<file path="config.mk">
export PLATFORM = sky130hd
export DESIGN_NAME = integer_to_ascii_formatter
export DESIGN_NICKNAME = d
export VERILOG_FILES = /design/src/hdl/ifa_pkg.sv /design/src/hdl/ifa_front.sv /design/src/hdl/ifa_queue.sv /design/src/hdl/ifa_back.sv /design/src/hdl/integer_to_ascii_formatter.sv
export SDC_FILE = /design/constraint.sdc
export NUM_CORES = 1
export LEC_CHECK = 0
export BUFFER_PORTS_ARGS = -buffer_cell sky130_fd_sc_hd__buf_2
export CORE_ASPECT_RATIO = 0.9
export CORE_UTILIZATION = 58
export DETAILED_ROUTE_END_ITERATION = 8
export PLACE_DENSITY = 0.75
export RECOVER_POWER = 25
export SYNTH_ARGS = -nofsm -noshare
export SYNTH_HDL_FRONTEND = slang
export SYNTH_HIERARCHICAL = 1
export SYNTH_SLANG_ARGS = --single-unit
</file>
<file path="constraint.sdc">
create_clock -name clk -period 10.2 [get_ports clk]
set_input_delay 2.04 -clock clk [delete_from_list [all_inputs] [get_ports clk]]
set_output_delay 2.04 -clock clk [all_outputs]
set_load 0.02 [all_outputs]
</file>
<file path="src/hdl/ifa_pkg.sv">
// shared types, codes and constant tables for the integer to ascii formatter
// no dependencies; every other file imports this package
`timescale 1ns / 1ps

package ifa_pkg;

  typedef enum logic [1:0] {
    ACT_SDEC = 2'd0,
    ACT_UDEC = 2'd1,
    ACT_HEX  = 2'd2
  } action_code_t;

  typedef struct packed {
    logic [1:0]  action;
    logic [31:0] value;
  } in_t;

  typedef struct packed {
    logic [7:0] char_code;
    logic       last;
  } out_t;

  // classified job handed from the front to the back
  typedef struct packed {
    logic        neg;
    logic        hex;
    logic [31:0] mag;
  } job_t;

  typedef struct packed {
    logic full;
    logic empty;
  } q_status_t;

  typedef enum logic [1:0] {
    ST_IDLE,
    ST_SETUP,
    ST_EMIT
  } state_t;

  localparam int QUEUE_DEPTH = 2;
  localparam int QPTR_W      = $clog2(QUEUE_DEPTH);
  localparam int QCNT_W      = $clog2(QUEUE_DEPTH + 1);

  localparam logic [7:0] CHAR_MINUS = 8'h2D;

  localparam logic [15:0][7:0] DIGIT_CHARS = {
    8'h46, 8'h45, 8'h44, 8'h43, 8'h42, 8'h41, 8'h39, 8'h38,
    8'h37, 8'h36, 8'h35, 8'h34, 8'h33, 8'h32, 8'h31, 8'h30
  };

  function automatic logic [31:0] pow10(input logic [3:0] p);
    logic [31:0] r;
    case (p)
      4'd0:    r = 32'd1;
      4'd1:    r = 32'd10;
      4'd2:    r = 32'd100;
      4'd3:    r = 32'd1000;
      4'd4:    r = 32'd10000;
      4'd5:    r = 32'd100000;
      4'd6:    r = 32'd1000000;
      4'd7:    r = 32'd10000000;
      4'd8:    r = 32'd100000000;
      4'd9:    r = 32'd1000000000;
      default: r = 32'd0;
    endcase
    return r;
  endfunction

endpackage

</file>
<file path="src/hdl/ifa_front.sv">
// front end: takes the command beat and classifies it into a job
// depends on ifa_pkg
`timescale 1ns / 1ps

module ifa_front import ifa_pkg::*; (
  input  logic      start,
  input  in_t       item,
  input  q_status_t qstat,
  output logic      busy,
  output logic      push,
  output job_t      job
);

  logic neg;
  logic hex;

  always_comb begin
    hex  = !(item.action inside {ACT_SDEC, ACT_UDEC});
    neg  = (item.action == ACT_SDEC) && item.value[31];
    busy = qstat.full;
    push = start && !qstat.full;
    job.neg = neg;
    job.hex = hex;
    // most negative value negates to itself, which reads right as unsigned
    job.mag = neg ? (~item.value + 32'd1) : item.value;
  end

endmodule

</file>
<file path="src/hdl/ifa_queue.sv">
// two entry job queue between front and back
// depends on ifa_pkg
`timescale 1ns / 1ps

module ifa_queue import ifa_pkg::*; (
  input  logic      clk,
  input  logic      rst,
  input  logic      push,
  input  job_t      wdata,
  input  logic      pop,
  output job_t      rdata,
  output q_status_t qstat
);

  job_t              slots [QUEUE_DEPTH];
  logic [QPTR_W-1:0] wr_ptr;
  logic [QPTR_W-1:0] rd_ptr;
  logic [QCNT_W-1:0] count;

  always_ff @(posedge clk) begin
    if (rst) begin
      wr_ptr <= '0;
      rd_ptr <= '0;
      count  <= '0;
    end else begin
      if (push) begin
        wr_ptr <= (wr_ptr == QPTR_W'(QUEUE_DEPTH - 1)) ? '0 : wr_ptr + 1'b1;
      end
      if (pop) begin
        rd_ptr <= (rd_ptr == QPTR_W'(QUEUE_DEPTH - 1)) ? '0 : rd_ptr + 1'b1;
      end
      if (push && !pop) begin
        count <= count + 1'b1;
      end else if (pop && !push) begin
        count <= count - 1'b1;
      end
    end
  end

  always_ff @(posedge clk) begin
    if (push) begin
      slots[wr_ptr] <= wdata;
    end
  end

  assign rdata       = slots[rd_ptr];
  assign qstat.full  = (count == QCNT_W'(QUEUE_DEPTH));
  assign qstat.empty = (count == '0);

endmodule

</file>
<file path="src/hdl/ifa_back.sv">
// back end: turns a job into characters, most significant first
// depends on ifa_pkg
`timescale 1ns / 1ps

module ifa_back import ifa_pkg::*; (
  input  logic      clk,
  input  logic      rst,
  input  q_status_t qstat,
  input  job_t      job,
  output logic      pop,
  output logic      strobe,
  output out_t      result
);

  state_t      state;
  state_t      state_next;
  logic [31:0] mag;
  logic [31:0] mag_next;
  logic        hex;
  logic        hex_next;
  logic        neg;
  logic        neg_next;
  logic [3:0]  pos;
  logic [3:0]  pos_next;

  logic [31:0] p10;
  logic [35:0] prod;
  logic [3:0]  dec_digit;
  logic [31:0] dec_sub;
  logic [3:0]  dec_top;
  logic [3:0]  hex_top;
  logic [3:0]  nib;

  always_ff @(posedge clk) begin
    if (rst) begin
      state <= ST_IDLE;
    end else begin
      state <= state_next;
    end
  end

  always_ff @(posedge clk) begin
    mag <= mag_next;
    hex <= hex_next;
    neg <= neg_next;
    pos <= pos_next;
  end

  // digit count and current digit, by parallel compares against constants
  always_comb begin
    p10       = pow10(pos);
    dec_digit = '0;
    dec_sub   = '0;
    dec_top   = '0;
    hex_top   = '0;
    for (int k = 1; k < 10; k++) begin
      prod = 36'(k) * {4'd0, p10};
      if ({4'd0, mag} >= prod) begin
        dec_digit = 4'(k);
        dec_sub   = prod[31:0];
      end
    end
    for (int i = 1; i < 10; i++) begin
      if (mag >= pow10(4'(i))) begin
        dec_top = dec_top + 4'd1;
      end
    end
    for (int i = 0; i < 8; i++) begin
      if (mag[i*4 +: 4] != 4'd0) begin
        hex_top = 4'(i);
      end
    end
    nib = mag[{pos[2:0], 2'b00} +: 4];
  end

  always_comb begin
    state_next = state;
    mag_next   = mag;
    hex_next   = hex;
    neg_next   = neg;
    pos_next   = pos;
    pop        = 1'b0;
    strobe     = 1'b0;
    result     = '0;
    case (state)
      ST_IDLE: begin
        if (!qstat.empty) begin
          pop        = 1'b1;
          mag_next   = job.mag;
          hex_next   = job.hex;
          neg_next   = job.neg;
          state_next = ST_SETUP;
        end
      end
      ST_SETUP: begin
        pos_next = hex ? hex_top : dec_top;
        if (neg) begin
          strobe           = 1'b1;
          result.char_code = CHAR_MINUS;
          result.last      = 1'b0;
        end
        state_next = ST_EMIT;
      end
      ST_EMIT: begin
        strobe           = 1'b1;
        result.char_code = DIGIT_CHARS[hex ? nib : dec_digit];
        result.last      = (pos == 4'd0);
        mag_next         = hex ? mag : mag - dec_sub;
        pos_next         = pos - 4'd1;
        if (pos == 4'd0) begin
          state_next = ST_IDLE;
        end
      end
      default: begin
        state_next = ST_IDLE;
      end
    endcase
  end

endmodule

</file>
<file path="src/hdl/integer_to_ascii_formatter.sv">
// top level of the integer to ascii formatter: front, job queue and back
// depends on ifa_pkg, ifa_front, ifa_queue, ifa_back
//
//   channel  | ports                 | handshake
//   ---------+-----------------------+-----------------------------------
//   command  | start, busy, item     | beat taken when start && !busy
//   result   | strobe, result        | one beat per character, no stall
//
// the back takes a job from the queue in its idle state, finds the digit
// count in the setup state (and shows the minus sign when there is one),
// then emits one digit per cycle in the emit state.
// busy rises only when the two entry job queue is full.
// rst is synchronous and empties the queue and returns the back to idle.
`timescale 1ns / 1ps

module integer_to_ascii_formatter import ifa_pkg::*; (
  input  logic clk,
  input  logic rst,
  input  logic start,
  output logic busy,
  input  in_t  item,
  output logic strobe,
  output out_t result
);

  q_status_t qstat;
  logic      push;
  logic      pop;
  job_t      wjob;
  job_t      rjob;

  ifa_front u_front (
    .start (start),
    .item  (item),
    .qstat (qstat),
    .busy  (busy),
    .push  (push),
    .job   (wjob)
  );

  ifa_queue u_queue (
    .clk   (clk),
    .rst   (rst),
    .push  (push),
    .wdata (wjob),
    .pop   (pop),
    .rdata (rjob),
    .qstat (qstat)
  );

  ifa_back u_back (
    .clk    (clk),
    .rst    (rst),
    .qstat  (qstat),
    .job    (rjob),
    .pop    (pop),
    .strobe (strobe),
    .result (result)
  );

endmodule

</file>
Word-level counts from Yosys, hierarchy flattened
Memories as Yosys holds them, arrays and structs flattened. A register that Yosys moved wholly into a read port is not among the register bits.
Index checks and enable logic that the tools add are counted.
{"block": "classes", "n_bitwise": 2, "n_eq_ne": 7, "shifts": 1, "reduce_logical": 26, "mul": 5, "mux": 60, "addsub": 15, "order_cmp": 19, "div": 0}
{"operator": "$mux 32", "n": 12}
{"operator": "$ge 32x35->1", "n": 4}
{"operator": "$mul 3x32->35 const A", "n": 2}
{"operator": "$ge 32x34->1", "n": 2}
{"operator": "$mul 2x32->34 const A", "n": 2}
{"operator": "$pmux 32 s2", "n": 1}
{"operator": "$mux 4", "n": 13}
{"operator": "$ge 32x36->1", "n": 1}
{"operator": "$mul 4x32->36 const A", "n": 1}
{"operator": "$ge 32x33->1", "n": 1}
{"operator": "$add 32x1->32 const B", "n": 1}
{"operator": "$ge 32x10->1 const B", "n": 1}
{"operator": "$ge 32x14->1 const B", "n": 1}
{"operator": "$ge 32x17->1 const B", "n": 1}
{"operator": "$ge 32x20->1 const B", "n": 1}
{"operator": "$ge 32x24->1 const B", "n": 1}
{"operator": "$ge 32x27->1 const B", "n": 1}
{"operator": "$ge 32x30->1 const B", "n": 1}
{"operator": "$ge 32x32->1", "n": 1}
{"operator": "$ge 32x4->1 const B", "n": 1}
{"operator": "$ge 32x7->1 const B", "n": 1}
{"operator": "$not 32->32", "n": 1}
{"operator": "$shiftx 32x6->4", "n": 1}
{"operator": "$sub 32x32->32", "n": 1}
{"operator": "29 further kinds", "n": 82}
{"block": "word_totals", "ram_bits": 68, "input_bits": 37, "n_memories": 3, "register_bits": 44, "latch_bits": 0, "mem_bits_ro": 608, "output_inout_bits": 11, "word_cells": 146}
{"name": "(no name shown)", "words": 16, "width": 30, "rd": 1, "rd_clocked_by_memory_dff": 1, "wr": 0, "line": "ifa_pkg.sv:54", "rtl": "case (p)"}
{"name": "(no name shown)", "words": 16, "width": 8, "rd": 1, "rd_clocked_by_memory_dff": 0, "wr": 0, "line": "ifa_back.sv:106", "rtl": "result.char_code = DIGIT_CHARS[hex ? nib : dec_digit];"}
{"name": "u_queue.slots", "words": 2, "width": 34, "rd": 1, "rd_clocked_by_memory_dff": 1, "wr": 1, "line": "ifa_queue.sv:15", "rtl": "job_t slots [QUEUE_DEPTH];"}

Depth between registers and ports, before layout
{"block": "depth", "depth_word": 21, "ltp_mapped": 42, "mapped_depth_nobuf": 41}

Cells and area by module
Netlist, hierarchy kept.
{"module": "ifa_back", "seq_area_each_um2": 1641.6, "instances": 1, "area_each_um2": 19688.9, "cells_each": 2488}
{"module": "ifa_queue", "seq_area_each_um2": 2142.1, "instances": 1, "area_each_um2": 2660.1, "cells_each": 128}
{"module": "ifa_front", "seq_area_each_um2": 0.0, "instances": 1, "area_each_um2": 803.3, "cells_each": 107}

Worst setup path before layout
No wires, ideal clock.
{"block": "synth_path", "path_kind": "register to register", "from": "reg u_back/p10[1] (netlist name)", "to": "reg u_back.mag[28] (data pin)", "setup_time_ns": 0.261, "t_arrival_ns": 8.674, "required_ns": 9.939, "slack_ns": 1.265, "stages_incl_launch_ff": 39, "synth_period_minus_slack_ns": 8.935, "n_path_buf": 0, "cell_sequence": "dfxtp_1 -> fa_1 -> ha_1 -> fa_1 -> a21o_1 -> a21oi_1 -> o21a_1 -> o31ai_1 -> a2111oi_0 -> o31ai_1 -> a21o_1 -> a211oi_1 -> nor2_1 -> o21ai_0 -> nand2_1 -> xnor2_1 -> ha_1 -> and4_1 -> [3 not listed] -> nor3_1 -> nand2_2 -> nor2_1 -> a221oi_1 -> o21a_1 -> ha_1 -> nor2b_1 -> o21ai_1 -> a21boi_0 -> o21ai_1 -> a21oi_1 -> o21ai_0 -> nand2b_1 -> a2111oi_0 -> a21oi_1 -> nor2_1 -> o21ai_0 -> a311o_1"}
{"block": "synth_via", "elab_chain_len": 13, "word_cells_on_any_way": 26, "classes_between": "1 x add/sub; 5 x mul; 9 x order compare; 11 x mux"}
{"item": "branches (longest 9 deep; another with $mul 2x32->34)"}
{"item": "$mux 32 (*)", "line": "ifa_back.sv:58", "rtl": "if ({4'd0, mag} >= prod) begin"}
{"item": "$sub 32x32->32 (*)", "line": "ifa_back.sv:108", "rtl": "mag_next = hex ? mag : mag - dec_sub;"}
{"item": "$mux 32 (*)", "line": "ifa_back.sv:108"}
{"item": "$pmux 32 s2 (*)", "line": "ifa_back.sv:85", "rtl": "case (state)"}
{"item": "net u_back.mag_next[28]", "line": "ifa_back.sv:18", "rtl": "logic [31:0] mag_next;"}
{"item": "to (signal assigned)", "line": "ifa_back.sv:43", "rtl": "mag <= mag_next;"}
{"item": "to (decl)", "line": "ifa_back.sv:17", "rtl": "logic [31:0] mag;"}
Mark *: on every way through the listed nets, which the timed path passes. The select of a mux whose other input is x is not followed.
A chain may end at the register's enable or synchronous reset.

==> metrics.cfg <==
[route]
post_drt_wl_per_cell_um = 25.72
dr.pass1.iters = 8
num_vias = 23230
detail-route-antenna-nets = 0
drtIter0Drc = 2741
drc_errors = 0
viasPerCell = 6.927
drt_wl_total_mm = 86.25

[placement]
dpl.hpwl_mm = 67.71
port_buffers = 46
placed_area_um2 = 24550
place_congestion = 1.078

[synth]
ys_async_sr_fraction = 0
yosys_warnings = 6
synth_area_per_cell_um2 = 8.502
yosys.area.top_type = ha_1
synth_compound_gate_area_share = 0.2563
syn-num-nets = 3233
ys_top_cells_by_area = ha_1 (24%), edfxtp_1 (14%), a21oi_1 (4.6%)
synth_seq_cells = 136
postSynthCellCount = 2723
synth_top_family_by_area = adder cells
netlist.area_leader.share = 0.2405
seq_area_frac_synth = 0.1634
synth-edff-count = 106
synth_ff_type = edfxtp_1
synth-xor-area-share = 0.06269
synth_cell_types = 116
netlist_area_um2 = 23150
synth-simple-area-share = 0.1748
synth_fa_ha_area_frac = 0.2651
synth.area.mux_share = 0.04199

[clocking]
hold_buffers = 0
cts_tree = yes
cts-htree-levels = 4
root_buffer = clkbuf_16
clk_pin_slew_ns = 0.07
clock_latency_ns = 0.47
clockBufferDepth = 2
cts_num_sinks = 136
numCtsBuffers = 17

[critical_path]
rr_endpoint = u_back/mag[31]
crit_path_end = result[1]
cp.required_ns = 8.16
end_kind = primary output
crit_path_max_fanout = 7
path_class = reg -> out
r2r_start = u_back/p10[1]
crit_arrival_ns = 7.77
crit_path_start = u_back/p10[2]
slowest_delay_ns = 0.53
cp_slowest_cell = o31ai_2
r2r_cells = 39
rrSetupSlack_ns = 0.45
crit_top_cell = ha_1
startpoint_type = register

[timing]
final.min_clock_period_ns = 9.807
hold_viol_final = 0
setup_viol = 0
finClkSkew_ns = 0.02192
max-slew-margin-rel = -0.3836
fmax_ghz = 0.1020
drv_slew = 105
period_share = 0.9615
tightest_slew_ns = 2.075
fin_tns_setup_ns = 0

[final_layout]
fin_nets = 3319
antennaDiodeCount = 0
areaGrowthSynthToFinish_pct = 8.695
stdcell_area_um2 = 25170
layout-drive-gt1-share = 0.1215

[job]
cap_violations = 3

[status]
status = finished with violations
violations = capacitance limit, slew limit

[grt]
grt_max_degree = 47
overflow = 0
grt_pass1_wl_mm = 128.1
grt_pass1_vias = 21660
gr-usage-all-layers = 0.4187
grt_antenna_before_repair = 2

[floorplan]
start_util = 0.5868
die-width_um = 212.6
die_area_um2 = 40720
die_h_um = 191.5
pin_count = 48
fp-row-count = 69
core_region_area_um2 = 39450

[hold_path]
hp-class = reg -> reg

[worst min path at each step]
| stage | slack [ns] | to | depth (start not counted) | startpoint |
|---|---|---|---|---|
| 3_5_place_dp | 0.50 | u_queue/count[1] | 2 | u_queue/count[1] |
| 4_1_cts | 0.52 | u_queue/count[1] | 2 | u_queue/count[1] |
| 6_report | 0.52 | u_queue/count[1] | 2 | u_queue/count[1] |
| 3_3_place_gp | 0.48 | u_queue/count[1] | 2 | u_queue/count[1] |
| 5_1_grt | 0.54 | register | 2 | u_queue/rd_ptr |
| 2_1_floorplan | 0.46 | u_queue/count[1] | 2 | u_queue/count[1] |
[metal layers]
metal  share of wire  vias up  routed length (µm)  global-route usage
met5         0.00031        -                  27                   0
met4           0.047        4                4088              0.1920
met3            0.11      249                9060             0.09939
met2            0.42     1244               36610              0.6308
met1            0.42    11150               36470              0.5640
li1                -    10590                   -                   -
[cell families (layout without fill, tap and decap cells)]
group	count (synthesis)	after routing
compound gates	883	883
simple gates	791	791
fa+ha+maj	474	474
buf+inv	201	300
xor+xnor	159	159
flops	136	136
mux	78	78
other cells	1	1
[repair_timing]
action	4_1_cts	5_1_grt
setup endpoints to repair	2	20
endpoints found under the hold margin	0	0
gates resized for setup	1	15
pin swaps	0	3
setup buffers	0	1
[synthesized netlist by cell type (all sizes together) (28+ instances only)]
cell type  number
a211oi         37
a21o          102
a21oi         217
a31oi          39
clkbuf         64
dfxtp          30
edfxtp        106
fa             28
ha            445
inv           109
mux2           57
nand2         226
nand2b         32
nand3          63
nand4          62
nor2          182
nor2b          43
nor3           55
nor4           28
o211ai         53
o21a           39
o21ai         176
o31ai          31
xnor2          96
xor2           60
[final cells by class]
cell class,count,area [µm²]
multi-input combinational,2386,18640
fill,3499,14290
sequential,136,3790
timing repair buffer,158,1076
tap,532,665.6
clock buffer,17,425.4
inverter,110,412.9
clock inverter,15,158.9
[sequential cells by signal (all words and copies together) (netlist names), named ones only]
| name | flops |
|---|---|
| u_queue/wr_ptr | 1 |
| u_back/mag | 32 |
| u_back/state | 2 |
| u_back/neg | 1 |
| u_queue/count | 2 |
| u_queue/slots | 68 |
| u_back/p10 | 23 |
| u_back/pos | 4 |
| u_queue/rd_ptr | 1 |
| u_back/hex | 1 |
[worst max-delay path: cells and delay by family, from the launching register on]
kind	cells	cell delay, ns
buf+inv	4	0.60
fa+ha+maj	5	1.35
simple gates	3	0.37
compound gates	18	4.23
xor+xnor	1	0.22
flops	1	0.52
[placed cells by master (no fill, tap or decap), types with 10 or more instances in the layout]
cell,n
ha_1,444
nand2_1,225
a21oi_1,212
nor2_1,179
o21ai_0,158
inv_1,107
edfxtp_1,106
buf_4,106
a21o_1,102
xnor2_1,94
nand3_1,62
xor2_1,59
nand4_1,58
mux2_2,57
o211ai_1,52
nor3_1,51
buf_2,42
nor2b_1,42
o21a_1,38
a31oi_1,37
a211oi_1,35
nand2b_1,32
fa_1,28
o31ai_1,25
dfxtp_1,25
o21bai_1,22
and3_1,21
nor4_1,21
a211o_1,18
clkbuf_16,17
or3_1,16
a311oi_1,14
o21ai_1,13
a221o_1,11
and2_1,11
mux2i_1,10
[per-stage QoR]
| step | cells | hold slack, ns | setup WS, ns | util |
|---|---|---|---|---|
| finish | 3354 | 0.5189 | 0.3931 | 0.6378 |
| CTS | 3353 | 0.5151 | 0.07426 | 0.6372 |
| global route | 3354 | 0.5393 | -0.006356 | 0.6378 |
| global placement | 3321 | 0.4758 | 0.5721 | 0.6222 |
| detailed placement | 3321 | 0.4980 | 0.3908 | 0.6222 |
| floorplan | 2723 | 0.4614 | 1.265 | - |
Power is left out: the tool's default activity adds up to more than one toggle a clock period on the data nets, which glitch-free logic cannot reach.
